## src/rtl/scnseg_pkg.sv

```systemverilog
// Shared constants for the scan object segmenter: field widths, register
// indexes and reset values. No dependencies.
`timescale 1ns / 1ps
package scnseg_pkg;

   localparam int MAX_SAMPLES_DEF = 128;
   localparam int ANGLE_STEP_DEF  = 2;

   localparam int DIST_W  = 16;
   localparam int ANGLE_W = 9;
   localparam int NUM_W   = 6;
   localparam int TOL_W   = 8;
   localparam int PAIR_W  = 7;
   localparam int SUM_W   = 23;
   localparam int CSR_IDX_W  = 2;
   localparam int CSR_DATA_W = 16;

   localparam logic [CSR_IDX_W-1:0] CSR_RANGE_LIMIT = 2'd0;
   localparam logic [CSR_IDX_W-1:0] CSR_TOLERANCE   = 2'd1;
   localparam logic [CSR_IDX_W-1:0] CSR_MIN_PAIRS   = 2'd2;

   localparam logic [DIST_W-1:0]  RANGE_LIMIT_RST = 16'd100;
   localparam logic [TOL_W-1:0]   TOLERANCE_RST   = 8'd4;
   localparam logic [PAIR_W-1:0]  MIN_PAIRS_RST   = 7'd4;
   localparam logic [ANGLE_W-1:0] WIDTH_SENTINEL  = 9'h1FF;
   localparam logic [NUM_W-1:0]   OBJ_NUM_MAX     = 6'd63;
   localparam logic [PAIR_W-1:0]  PAIR_MAX        = 7'd127;

endpackage

```

## src/rtl/scan_object_segmenter_core.sv

```systemverilog
// Scan object segmenter top level: sample sequencer, run tracking, smallest
// object record and result register. Depends on scnseg_pkg and scnseg_div.
//
//   channel | direction | ports                               | handshake
//   req     | in        | distance, last_sample               | req_valid / req_stall
//   rsp     | out       | is_summary .. last (8 fields)       | rsp_valid / rsp_stall
//   csr     | in        | csr_index, csr_wdata                | csr_wr_en
//
// A sample is captured, then evaluated; closing an object runs the serial
// divider for the average, one quotient bit per cycle over 23 bits. A scan
// end adds the summary. Reset is synchronous and clears control and scan
// state, not data registers. A stalled result holds the sequencer in its
// output state; the next sample is taken while the last result still waits.
`timescale 1ns / 1ps
module scan_object_segmenter_core import scnseg_pkg::*; #(
   parameter int MAX_SAMPLES = MAX_SAMPLES_DEF,
   parameter int ANGLE_STEP  = ANGLE_STEP_DEF
) (
   input  logic                  clock,
   input  logic                  reset,
   input  logic                  req_valid,
   output logic                  req_stall,
   input  logic [DIST_W-1:0]     req_distance,
   input  logic                  req_last_sample,
   output logic                  rsp_valid,
   input  logic                  rsp_stall,
   output logic                  rsp_is_summary,
   output logic [NUM_W-1:0]      rsp_object_number,
   output logic [ANGLE_W-1:0]    rsp_start_angle,
   output logic [ANGLE_W-1:0]    rsp_end_angle,
   output logic [DIST_W-1:0]     rsp_avg_distance,
   output logic [ANGLE_W-1:0]    rsp_width,
   output logic                  rsp_found,
   output logic                  rsp_last,
   input  logic                  csr_wr_en,
   input  logic [CSR_IDX_W-1:0]  csr_index,
   input  logic [CSR_DATA_W-1:0] csr_wdata
);

   localparam int IDX_W = $clog2(MAX_SAMPLES);
   localparam int CNT_W = $clog2(MAX_SAMPLES + 1);

   localparam logic [2:0] ST_IDLE = 3'd0;
   localparam logic [2:0] ST_EVAL = 3'd1;
   localparam logic [2:0] ST_DIV  = 3'd2;
   localparam logic [2:0] ST_OBJ  = 3'd3;
   localparam logic [2:0] ST_SUMM = 3'd4;

   logic [2:0]         state_ff, state_in;
   logic [DIST_W-1:0]  range_limit_ff, range_limit_in;
   logic [TOL_W-1:0]   tolerance_ff, tolerance_in;
   logic [PAIR_W-1:0]  min_pairs_ff, min_pairs_in;

   logic [DIST_W-1:0]  cur_ff, cur_in;
   logic               last_flag_ff, last_flag_in;
   logic               end_ff, end_in;
   logic [DIST_W-1:0]  prev_ff, prev_in;
   logic [IDX_W-1:0]   idx_ff, idx_in;
   logic [PAIR_W-1:0]  pairs_ff, pairs_in;
   logic [SUM_W-1:0]   sum_ff, sum_in;
   logic [NUM_W-1:0]   objs_ff, objs_in;
   logic [ANGLE_W-1:0] sm_width_ff, sm_width_in;
   logic [ANGLE_W-1:0] sm_angle_ff, sm_angle_in;
   logic [DIST_W-1:0]  sm_dist_ff, sm_dist_in;
   logic               any_ff, any_in;

   logic [CNT_W-1:0]   obj_end_ff, obj_end_in;
   logic [CNT_W-1:0]   obj_cnt_ff, obj_cnt_in;

   logic               out_valid_ff, out_valid_in;
   logic               out_summ_ff, out_summ_in;
   logic [NUM_W-1:0]   out_num_ff, out_num_in;
   logic [ANGLE_W-1:0] out_start_ff, out_start_in;
   logic [ANGLE_W-1:0] out_end_ff, out_end_in;
   logic [DIST_W-1:0]  out_avg_ff, out_avg_in;
   logic [ANGLE_W-1:0] out_width_ff, out_width_in;
   logic               out_found_ff, out_found_in;
   logic               out_last_ff, out_last_in;

   logic               div_start;
   logic [SUM_W-1:0]   div_dividend;
   logic               div_done;
   logic [SUM_W-1:0]   div_quotient;

   logic               req_xfer;
   logic               out_free;
   logic [PAIR_W-1:0]  need;
   logic               close;
   logic [PAIR_W-1:0]  pairs_up;
   logic [SUM_W-1:0]   sum_up;
   logic [ANGLE_W-1:0] obj_width;
   logic [ANGLE_W-1:0] obj_start;
   logic [ANGLE_W-1:0] obj_end_angle;
   logic [NUM_W-1:0]   objs_up;

   assign req_xfer = req_valid && !req_stall;
   assign req_stall = (state_ff != ST_IDLE);
   assign out_free = !out_valid_ff || !rsp_stall;
   assign need = (min_pairs_ff == '0) ? PAIR_W'(1) : min_pairs_ff;

   always_comb begin
      close = ({1'b0, cur_ff} + {9'b0, tolerance_ff} > {1'b0, prev_ff})
           && ({1'b0, prev_ff} + {9'b0, tolerance_ff} > {1'b0, cur_ff})
           && (prev_ff < range_limit_ff);
      pairs_up = (pairs_ff < PAIR_MAX) ? pairs_ff + PAIR_W'(1) : pairs_ff;
      sum_up = (pairs_ff == '0) ? SUM_W'(prev_ff) + SUM_W'(cur_ff)
                                : sum_ff + SUM_W'(cur_ff);
      obj_width = ANGLE_W'(obj_cnt_ff) * ANGLE_W'(ANGLE_STEP);
      obj_start = (ANGLE_W'(obj_end_ff) - ANGLE_W'(obj_cnt_ff)) * ANGLE_W'(ANGLE_STEP);
      obj_end_angle = ANGLE_W'(obj_end_ff) * ANGLE_W'(ANGLE_STEP);
      objs_up = (objs_ff < OBJ_NUM_MAX) ? objs_ff + NUM_W'(1) : objs_ff;
   end

   always_comb begin
      range_limit_in = range_limit_ff;
      tolerance_in   = tolerance_ff;
      min_pairs_in   = min_pairs_ff;
      if (csr_wr_en) begin
         unique case (csr_index)
            CSR_RANGE_LIMIT: range_limit_in = csr_wdata;
            CSR_TOLERANCE:   tolerance_in   = csr_wdata[TOL_W-1:0];
            CSR_MIN_PAIRS:   min_pairs_in   = csr_wdata[PAIR_W-1:0];
            default: ;
         endcase
      end
   end

   always_comb begin
      state_in     = state_ff;
      cur_in       = cur_ff;
      last_flag_in = last_flag_ff;
      end_in       = end_ff;
      prev_in      = prev_ff;
      idx_in       = idx_ff;
      pairs_in     = pairs_ff;
      sum_in       = sum_ff;
      objs_in      = objs_ff;
      sm_width_in  = sm_width_ff;
      sm_angle_in  = sm_angle_ff;
      sm_dist_in   = sm_dist_ff;
      any_in       = any_ff;
      obj_end_in   = obj_end_ff;
      obj_cnt_in   = obj_cnt_ff;
      div_start    = 1'b0;
      div_dividend = sum_ff;
      out_valid_in = out_valid_ff && rsp_stall;
      out_summ_in  = out_summ_ff;
      out_num_in   = out_num_ff;
      out_start_in = out_start_ff;
      out_end_in   = out_end_ff;
      out_avg_in   = out_avg_ff;
      out_width_in = out_width_ff;
      out_found_in = out_found_ff;
      out_last_in  = out_last_ff;

      unique case (state_ff)
         ST_IDLE: begin
            if (req_xfer) begin
               cur_in       = req_distance;
               last_flag_in = req_last_sample;
               state_in     = ST_EVAL;
            end
         end
         ST_EVAL: begin
            end_in   = last_flag_ff || (idx_ff >= IDX_W'(MAX_SAMPLES - 1));
            state_in = end_in ? ST_SUMM : ST_IDLE;
            if (idx_ff != '0) begin
               if (close) begin
                  pairs_in   = pairs_up;
                  sum_in     = sum_up;
                  obj_cnt_in = CNT_W'(pairs_up) + CNT_W'(1);
                  obj_end_in = CNT_W'(idx_ff) + CNT_W'(1);
                  if (end_in && pairs_up >= need) begin
                     div_start    = 1'b1;
                     div_dividend = sum_up;
                     state_in     = ST_DIV;
                  end
               end else begin
                  obj_cnt_in = CNT_W'(pairs_ff) + CNT_W'(1);
                  obj_end_in = CNT_W'(idx_ff);
                  if (pairs_ff >= need) begin
                     div_start    = 1'b1;
                     div_dividend = sum_ff;
                     state_in     = ST_DIV;
                  end
                  pairs_in = '0;
                  sum_in   = '0;
               end
            end
            prev_in = cur_ff;
            if (end_in) begin
               idx_in   = '0;
               pairs_in = '0;
               sum_in   = '0;
            end else begin
               idx_in = idx_ff + IDX_W'(1);
            end
         end
         ST_DIV: begin
            if (div_done) begin
               state_in = ST_OBJ;
            end
         end
         ST_OBJ: begin
            if (out_free) begin
               objs_in = objs_up;
               if (!any_ff || obj_width < sm_width_ff) begin
                  sm_width_in = obj_width;
                  sm_angle_in = obj_start;
                  sm_dist_in  = div_quotient[DIST_W-1:0];
                  any_in      = 1'b1;
               end
               out_valid_in = 1'b1;
               out_summ_in  = 1'b0;
               out_num_in   = objs_up;
               out_start_in = obj_start;
               out_end_in   = obj_end_angle;
               out_avg_in   = div_quotient[DIST_W-1:0];
               out_width_in = obj_width;
               out_found_in = 1'b0;
               out_last_in  = !end_ff;
               state_in     = end_ff ? ST_SUMM : ST_IDLE;
            end
         end
         ST_SUMM: begin
            if (out_free) begin
               objs_in      = '0;
               out_valid_in = 1'b1;
               out_summ_in  = 1'b1;
               out_num_in   = '0;
               out_start_in = any_ff ? sm_angle_ff : '0;
               out_end_in   = '0;
               out_avg_in   = any_ff ? sm_dist_ff : '0;
               out_width_in = any_ff ? sm_width_ff : '0;
               out_found_in = any_ff;
               out_last_in  = 1'b1;
               state_in     = ST_IDLE;
            end
         end
         default: state_in = ST_IDLE;
      endcase
   end

   always_ff @(posedge clock) begin
      if (reset) begin
         state_ff       <= ST_IDLE;
         range_limit_ff <= RANGE_LIMIT_RST;
         tolerance_ff   <= TOLERANCE_RST;
         min_pairs_ff   <= MIN_PAIRS_RST;
         end_ff         <= 1'b0;
         prev_ff        <= '0;
         idx_ff         <= '0;
         pairs_ff       <= '0;
         sum_ff         <= '0;
         objs_ff        <= '0;
         sm_width_ff    <= WIDTH_SENTINEL;
         sm_angle_ff    <= '0;
         sm_dist_ff     <= '0;
         any_ff         <= 1'b0;
         out_valid_ff   <= 1'b0;
      end else begin
         state_ff       <= state_in;
         range_limit_ff <= range_limit_in;
         tolerance_ff   <= tolerance_in;
         min_pairs_ff   <= min_pairs_in;
         end_ff         <= end_in;
         prev_ff        <= prev_in;
         idx_ff         <= idx_in;
         pairs_ff       <= pairs_in;
         sum_ff         <= sum_in;
         objs_ff        <= objs_in;
         sm_width_ff    <= sm_width_in;
         sm_angle_ff    <= sm_angle_in;
         sm_dist_ff     <= sm_dist_in;
         any_ff         <= any_in;
         out_valid_ff   <= out_valid_in;
      end
   end

   always_ff @(posedge clock) begin
      cur_ff       <= cur_in;
      last_flag_ff <= last_flag_in;
      obj_end_ff   <= obj_end_in;
      obj_cnt_ff   <= obj_cnt_in;
      out_summ_ff  <= out_summ_in;
      out_num_ff   <= out_num_in;
      out_start_ff <= out_start_in;
      out_end_ff   <= out_end_in;
      out_avg_ff   <= out_avg_in;
      out_width_ff <= out_width_in;
      out_found_ff <= out_found_in;
      out_last_ff  <= out_last_in;
   end

   scnseg_div #(
      .DVD_W (SUM_W),
      .DVS_W (CNT_W)
   ) u_div (
      .clock    (clock),
      .reset    (reset),
      .start    (div_start),
      .dividend (div_dividend),
      .divisor  (obj_cnt_in),
      .done     (div_done),
      .quotient (div_quotient)
   );

   assign rsp_valid         = out_valid_ff;
   assign rsp_is_summary    = out_summ_ff;
   assign rsp_object_number = out_num_ff;
   assign rsp_start_angle   = out_start_ff;
   assign rsp_end_angle     = out_end_ff;
   assign rsp_avg_distance  = out_avg_ff;
   assign rsp_width         = out_width_ff;
   assign rsp_found         = out_found_ff;
   assign rsp_last          = out_last_ff;

endmodule

```

## src/rtl/scnseg_div.sv

```systemverilog
// Restoring serial divider, one quotient bit per cycle.
// Depends on scnseg_pkg for the default dividend width.
`timescale 1ns / 1ps
module scnseg_div import scnseg_pkg::*; #(
   parameter int DVD_W = SUM_W,
   parameter int DVS_W = 8
) (
   input  logic             clock,
   input  logic             reset,
   input  logic             start,
   input  logic [DVD_W-1:0] dividend,
   input  logic [DVS_W-1:0] divisor,
   output logic             done,
   output logic [DVD_W-1:0] quotient
);

   localparam int CNT_W = $clog2(DVD_W + 1);

   logic [DVS_W-1:0] rem_ff, rem_in;
   logic [DVS_W-1:0] dvs_ff, dvs_in;
   logic [DVD_W-1:0] quo_ff, quo_in;
   logic [CNT_W-1:0] cnt_ff, cnt_in;
   logic             busy_ff, busy_in;
   logic             done_ff, done_in;
   logic [DVS_W:0]   shifted;
   logic [DVS_W:0]   diff;
   logic             fits;

   always_comb begin
      shifted = {rem_ff, quo_ff[DVD_W-1]};
      fits    = shifted >= {1'b0, dvs_ff};
      diff    = shifted - {1'b0, dvs_ff};
      rem_in  = rem_ff;
      dvs_in  = dvs_ff;
      quo_in  = quo_ff;
      cnt_in  = cnt_ff;
      busy_in = busy_ff;
      done_in = 1'b0;
      if (start) begin
         rem_in  = '0;
         dvs_in  = divisor;
         quo_in  = dividend;
         cnt_in  = CNT_W'(DVD_W);
         busy_in = 1'b1;
      end else if (busy_ff) begin
         rem_in = fits ? diff[DVS_W-1:0] : shifted[DVS_W-1:0];
         quo_in = {quo_ff[DVD_W-2:0], fits};
         cnt_in = cnt_ff - CNT_W'(1);
         if (cnt_ff == CNT_W'(1)) begin
            busy_in = 1'b0;
            done_in = 1'b1;
         end
      end
   end

   always_ff @(posedge clock) begin
      if (reset) begin
         busy_ff <= 1'b0;
         done_ff <= 1'b0;
         cnt_ff  <= '0;
      end else begin
         busy_ff <= busy_in;
         done_ff <= done_in;
         cnt_ff  <= cnt_in;
      end
   end

   always_ff @(posedge clock) begin
      rem_ff <= rem_in;
      dvs_ff <= dvs_in;
      quo_ff <= quo_in;
   end

   assign done     = done_ff;
   assign quotient = quo_ff;

endmodule

```

## config.mk

```make
export PLATFORM = sky130hd
export DESIGN_NAME = scan_object_segmenter_core
export DESIGN_NICKNAME = d
export VERILOG_FILES = /design/src/rtl/scnseg_pkg.sv /design/src/rtl/scan_object_segmenter_core.sv /design/src/rtl/scnseg_div.sv
export SDC_FILE = /design/constraint.sdc
export NUM_CORES = 1
export LEC_CHECK = 0
export BUFFER_PORTS_ARGS = -buffer_cell sky130_fd_sc_hd__buf_2
export CAP_MARGIN = 20
export CORE_MARGIN = 2
export CORE_UTILIZATION = 50
export CTS_BUF_LIST = sky130_fd_sc_hd__clkbuf_4 sky130_fd_sc_hd__clkbuf_8
export DETAILED_ROUTE_END_ITERATION = 6
export PLACE_DENSITY_LB_ADDON = 0.3
export SLEW_MARGIN = 10
export SYNTH_ARGS = -nofsm -noshare
export SYNTH_HDL_FRONTEND = slang
export SYNTH_SLANG_ARGS = --single-unit
```

## constraint.sdc

```tcl
create_clock -name clock -period 6.8 [get_ports clock]
set_input_delay 0.68 -clock clock [delete_from_list [all_inputs] [get_ports clock]]
set_output_delay 0.68 -clock clock [all_outputs]
set_load 0.02 [all_outputs]
```

Yosys cells after proc, flatten, opt, wreduce, memory -nomap -nowiden
Cells that the tools add are included.

Bits in registers: 260. Input bits: 40. Output and inout bits: 54. Logic and storage cells: 175.

$add $sub $neg: 13. $lt $le $gt $ge: 10. Equality and inequality tests: 11. Mux-type cells: 71. Bitwise logic cells: 1. Reduce and logical (&&, ||, !) cells: 34.

Operator list (number): $mux 23 (10); $mux 9 (8); $pmux 9 s2 (3); $mux 7 (7); $mux 16 (3); $add 16x8->17 (2); $gt 17x16->1 (2); $mux 8 (4); $pmux 16 s2 (1); $mux 3 (10); $add 7x1->8 const B (3); $add 23x16->23 (1); $mux 6 (3); $add 16x16->17 (1); $lt 16x16->1 (1); $sub 8x8->8 (2); $mux 1 (15); $pmux 3 s5 (1); $add 7x1->7 const B (2); $ge 7x7->1 (2); $logic_not 7->1 (2); $pmux 6 s2 (1); $reduce_and 2->1 (6); $mux 5 (2); 29 further kinds (48).

Logic depth before layout (Yosys ltp)
Depth after elaboration: 9. Depth in mapped cells: 26. Depth with buffers taken out: 24.

By module
Synthesis repeated with hierarchy kept, for this count alone.

Cell total of the unflattened synthesis: 1732. Area, all modules: 15676.3 µm².

By module, submodules not included: scan_object_segmenter_core (instances 1, cells each 1530, area an instance 13374.1 µm², sequential area each 4994.8 µm²); scnseg_div (instances 1, cells each 202, area an instance 2302.2 µm², sequential area each 1231.2 µm²).

Worst setup path before layout
OpenSTA, ideal clock, no wires.

Path type: reg2reg. Start: register cur_ff[1]. End: register u_div.dvs_ff[6] (data pin). Library setup time: 0.259 ns. Data arrival time: 5.045 ns. Required time: 6.541 ns. Path slack: 1.496 ns. Stages on the path, launching flop included: 25. Buffers on the path: 1. Period minus slack after synthesis: 5.304 ns. Path through: edfxtp_1 ha_1 a21o_1 a21oi_1 o21bai_1 a21oi_1 nor2b_1 o21a_1 o221a_2 nand2_1 xnor2_1 ha_1 and3_1 a221oi_1 o21ai_0 a32o_2 o21a_4 nand2_4 clkbuf_1 nor2_1 a21oi_1 ha_1 inv_1 or4_1 a31o_1.

Longest elaborated chain between the ends: 7. Elaborated cells between the ends (all ways): 8. Those cells by class: add/sub: 1; order compare: 2; mux: 3; reduce/logical: 2.

Ends and longest elaborated chain: start: declaration (line scan_object_segmenter_core.sv:54) `logic [DIST_W-1:0] cur_ff, cur_in;`; start signal: assignment (line scan_object_segmenter_core.sv:281) `cur_ff <= cur_in;`; $add 16x8->17 (line scan_object_segmenter_core.sv:102) `close = ({1'b0, cur_ff} + {9'b0, tolerance_ff} > {1'b0, prev_ff})`; $gt 17x16->1 (line scan_object_segmenter_core.sv:102); $logic_and 1x1->1 (*) (line scan_object_segmenter_core.sv:103) `&& ({1'b0, prev_ff} + {9'b0, tolerance_ff} > {1'b0, cur_ff})`; $logic_and 1x1->1 (*) (line scan_object_segmenter_core.sv:104) `&& (prev_ff < range_limit_ff);`; $mux 8 (*) (line scan_object_segmenter_core.sv:168) `if (close) begin`; $mux 8 (*) (line scan_object_segmenter_core.sv:167) `if (idx_ff != '0) begin`; $mux 8 (*) (line scan_object_segmenter_core.sv:156) `unique case (state_ff)`; net obj_cnt_in[6] (line scan_object_segmenter_core.sv:68) `logic [CNT_W-1:0] obj_cnt_ff, obj_cnt_in;`; end signal: assignment (line scnseg_div.sv:70) `dvs_ff <= dvs_in;`; end: declaration (line scnseg_div.sv:20) `logic [DVS_W-1:0] dvs_ff, dvs_in;`.

Mark *: on every way through the listed nets, which the timed path passes. The rest lies on a longest branch. A chain may end at the register's enable or synchronous reset.

Worst setup path after layout
Ends and elaborated chain as after synthesis.

==> impl_metrics.yaml <==
floorplan:
  die_width_um: 180
  die_h_um: 180
  num_rows: 64
  initial_core_util: 0.506
  core_um2: 30400
  ioPinCount: 94
  die_area_um2: 32200
yosys:
  synth_area_per_cell_um2: 9.00
  postSynth.asyncResetShare: 0
  synthesis.area_um2: 15400
  synth-seq-area-share: 0.404
  syn_inst: 1712
  synth.area.top_cells: "sky130_fd_sc_hd__edfxtp_1 (21%), sky130_fd_sc_hd__dfxtp_1 (20%), sky130_fd_sc_hd__ha_1 (11%)"
  synth_ff_type: "sky130_fd_sc_hd__dfxtp_1"
  synth_top_area_share: 0.207
  post_synth_num_cell_types: 79
  number_of_synthesized_flops_with_an_enable_pin: 106
  synthesis.yosys.warnings: 0
  library_cell_with_the_largest_summed_area_after_synthesis: "sky130_fd_sc_hd__edfxtp_1"
  yosys_register_bits: 258
global_routing:
  globalRouteTotalUtil: 0.230
  grt.overflow.total: 0
  first_global_vias: 12218
  initial_antenna_violation_count: 0
  grt_start_max_net_pins: 84
  wire_length_of_the_first_global_routing_pass_mm: 61.6
timing:
  final_hold_fails: 0
  fin_tns_setup_ns: 0
  fin_skew_ns: 0.0198
  worst-slew-pin-transition_ns: 0.946
  final_max_slew_viol_count: 0
  setup_viol_count_final: 0
  rsz0062_at_grt: "false"
  layout_worst_path_cycle_share: 0.827
  timing.slew.headroom: 0.370
  clock.fmax_mhz: 178
  period_needed_ns: 5.62
drt:
  first_pass_iters: 5
  vias_per_cell: 5.65
  drcViolationCount: 0
  route.detailed.wl_per_inst_um: 16.8
  detail-route-antenna-nets: 0
  via_count: 12558
  drt_first_iter_violations: 775
  drt-total-wl_mm: 37.4
clock_tree:
  clock_sinks: 258
  cts.path.max_buffers: 3
  clockRootBuffer: "sky130_fd_sc_hd__clkbuf_8"
  cts.clk_slew.worst_paths_ns: 0.07
  clock_insertion_delay_worst_skew_ns: 0.56
  cts_buf_count: 43
  cts_resized: 0
  post-cts-setup-buffers: 0
  cts_max_level: 2
  tritoncts: "built"
  cts_hold_buffers: 0
placed_design:
  globalplace.congestion: 0.911
  placed_cells: 2144
  portBuffers: 91
  dpl.hpwl_mm: 27.5
worst_setup_path:
  worstSetupEndpointType: "register"
  cp_data_required_time_ns: 7.11
  timing.critical_path.arrival_ns: 5.93
  worstSetupStartpointType: "register"
  setup.worst_path.class: "register to register"
  critPathMaxFanout: 27
flow_run:
  cap_viol_max_count: 0
pwr:
  power.density_nw_per_um2: 218
  leakagePower_nw: 7.45
  vdd_ir_drop_max_uv: 152
  report.power.total_mw: 3.73
hold_path:
  worstHoldPathType: "input port to register"
final_layout:
  nNetsFinal: 1981
  area_delta_synth_final_pct: 11.1
  layout-drive-gt1-share: 0.116
  most_common_cell_after_layout_fill_and_taps_aside: "sky130_fd_sc_hd__nand2_1"
  final_cell_mix: "sky130_fd_sc_hd__nand2_1 (194), sky130_fd_sc_hd__nor2_1 (167), sky130_fd_sc_hd__dfxtp_1 (152)"
  antenna_cells_inserted: 0
  final_cell_count_no_fill: 2222
  fill_cells: 2721
outcome:
  run_status: "complete, no violations"
## synthesized netlist by cell type, types with 5 or more instances
master                        n
sky130_fd_sc_hd__o21bai_1     7
sky130_fd_sc_hd__inv_1      119
sky130_fd_sc_hd__mux2_1      10
sky130_fd_sc_hd__nor3b_1      5
sky130_fd_sc_hd__nand4_1     16
sky130_fd_sc_hd__dfxtp_1    152
sky130_fd_sc_hd__xnor2_1     61
sky130_fd_sc_hd__buf_2        7
sky130_fd_sc_hd__o31a_1       6
sky130_fd_sc_hd__nor2_1     167
sky130_fd_sc_hd__a21oi_1    128
sky130_fd_sc_hd__clkbuf_1    56
sky130_fd_sc_hd__nor3_1      25
sky130_fd_sc_hd__fa_1         6
sky130_fd_sc_hd__nand2b_1    17
sky130_fd_sc_hd__a211oi_1    18
sky130_fd_sc_hd__and3_1      16
sky130_fd_sc_hd__o31ai_1      8
sky130_fd_sc_hd__o21ai_0     66
sky130_fd_sc_hd__o21a_1      16
sky130_fd_sc_hd__nand3_1     65
sky130_fd_sc_hd__a311oi_1     5
sky130_fd_sc_hd__nor4_1      12
sky130_fd_sc_hd__and2_1      10
sky130_fd_sc_hd__a221o_1      5
sky130_fd_sc_hd__edfxtp_1   106
sky130_fd_sc_hd__ha_1       140
sky130_fd_sc_hd__o21ai_1     18
sky130_fd_sc_hd__a22oi_1     13
sky130_fd_sc_hd__o211ai_1     7
sky130_fd_sc_hd__a211o_1     12
sky130_fd_sc_hd__nand2_1    194
sky130_fd_sc_hd__a21o_1      29
sky130_fd_sc_hd__xor2_1      22
sky130_fd_sc_hd__a2111oi_0    5
sky130_fd_sc_hd__a31oi_1      5
sky130_fd_sc_hd__mux2i_1     59
sky130_fd_sc_hd__nand3b_1     7
sky130_fd_sc_hd__inv_2        5
sky130_fd_sc_hd__nor2b_1     15
## worst paths after layout
kind                     start                end  slack, ns  depth (start not counted)
max                  cur_ff[1]    u_div.dvs_ff[6]       1.18                         23
min            req_distance[5]          cur_ff[5]       0.29                          1
max reg2reg          cur_ff[1]    u_div.dvs_ff[6]       1.18                         23
min reg2reg  range_limit_ff[8]  range_limit_ff[8]       0.45                          2
## per-stage QoR
stage	cell area, um2	setup WS [ns]	hold WS, ns	util
after global routing	17100	0.787	0.279	0.563
after detailed placement	16200	1.23	0.448	0.533
after floorplan	15400	1.50	0.436	-
after global placement	16200	1.31	0.441	0.533
after CTS	17100	1.22	0.277	0.562
final	17100	1.18	0.291	0.563
## area by class of cell
cell class | count | area, um2 | share of cell area
Clock buffer | 64 | 781 | 0.0456
Clock inverter | 12 | 90.1 | 0.00526
Inverter | 124 | 465 | 0.0272
Multi-Input combinational cell | 1262 | 8480 | 0.495
Sequential cell | 258 | 6230 | 0.364
Tap cell | 396 | 495 | 0.0289
Timing Repair Buffer | 106 | 582 | 0.0340
## cells by family after synthesis
kind of cell | synth area share
AND/OR/NAND/NOR | 0.172
AO/OA/AOI/OAI | 0.159
flip-flops | 0.404
buffers and inverters | 0.0481
adder cells (fa/ha/maj) | 0.121
XOR/XNOR | 0.0472
multiplexers | 0.0478
other | 0.000243
## sequential cells by signal (all words and copies together), names as in the netlist, 8 cells and up
signal	flops
rsp_start_angle	8
tolerance_ff	8
prev_ff	16
obj_cnt_ff	8
rsp_width	9
rsp_end_angle	8
rsp_avg_distance	16
range_limit_ff	16
cur_ff	16
sm_dist_ff	16
u_div.rem_ff	8
sm_width_ff	9
u_div.dvs_ff	8
sm_angle_ff	8
u_div.quotient	23
obj_end_ff	8
sum_ff	23
## power by group
group	switching, mW	total (mW)	leakage (nW)	internal, mW
sequential	0.0640	1.74	2.21	1.68
combinational	0.355	0.593	4.77	0.238
clock	0.624	1.40	0.467	0.774
## per-layer routing
layer  up-vias  routed length, um  GRT usage
met5         -                  0          0
met3        85               2100     0.0322
li1       6226                  -          -
met1      5870              16900      0.307
met2       377              17300      0.384
met4         0               1020     0.0777
## worst max-delay path, stage by stage (launching register included)
cell and delay (ns):
sky130_fd_sc_hd__edfxtp_1 0.53, sky130_fd_sc_hd__ha_1 0.33, sky130_fd_sc_hd__a21o_1 0.16, sky130_fd_sc_hd__a21oi_1 0.21, sky130_fd_sc_hd__o21bai_1 0.09, sky130_fd_sc_hd__a21oi_1 0.21, sky130_fd_sc_hd__nor2b_1 0.07, sky130_fd_sc_hd__o21a_1 0.18
sky130_fd_sc_hd__o221a_2 0.27, sky130_fd_sc_hd__nand2_1 0.09, sky130_fd_sc_hd__xnor2_1 0.11, sky130_fd_sc_hd__ha_1 0.26, sky130_fd_sc_hd__and3_1 0.22, sky130_fd_sc_hd__a221oi_1 0.29, sky130_fd_sc_hd__o21ai_0 0.14, sky130_fd_sc_hd__a32o_2 0.29
sky130_fd_sc_hd__o21a_4 0.26, sky130_fd_sc_hd__nand2_4 0.27, sky130_fd_sc_hd__nor2_1 0.10, sky130_fd_sc_hd__a21oi_1 0.16, sky130_fd_sc_hd__ha_1 0.25, sky130_fd_sc_hd__inv_1 0.08, sky130_fd_sc_hd__or4_1 0.52, sky130_fd_sc_hd__a31o_1 0.24
No activity file was read; power rests on OpenSTA's default activity.
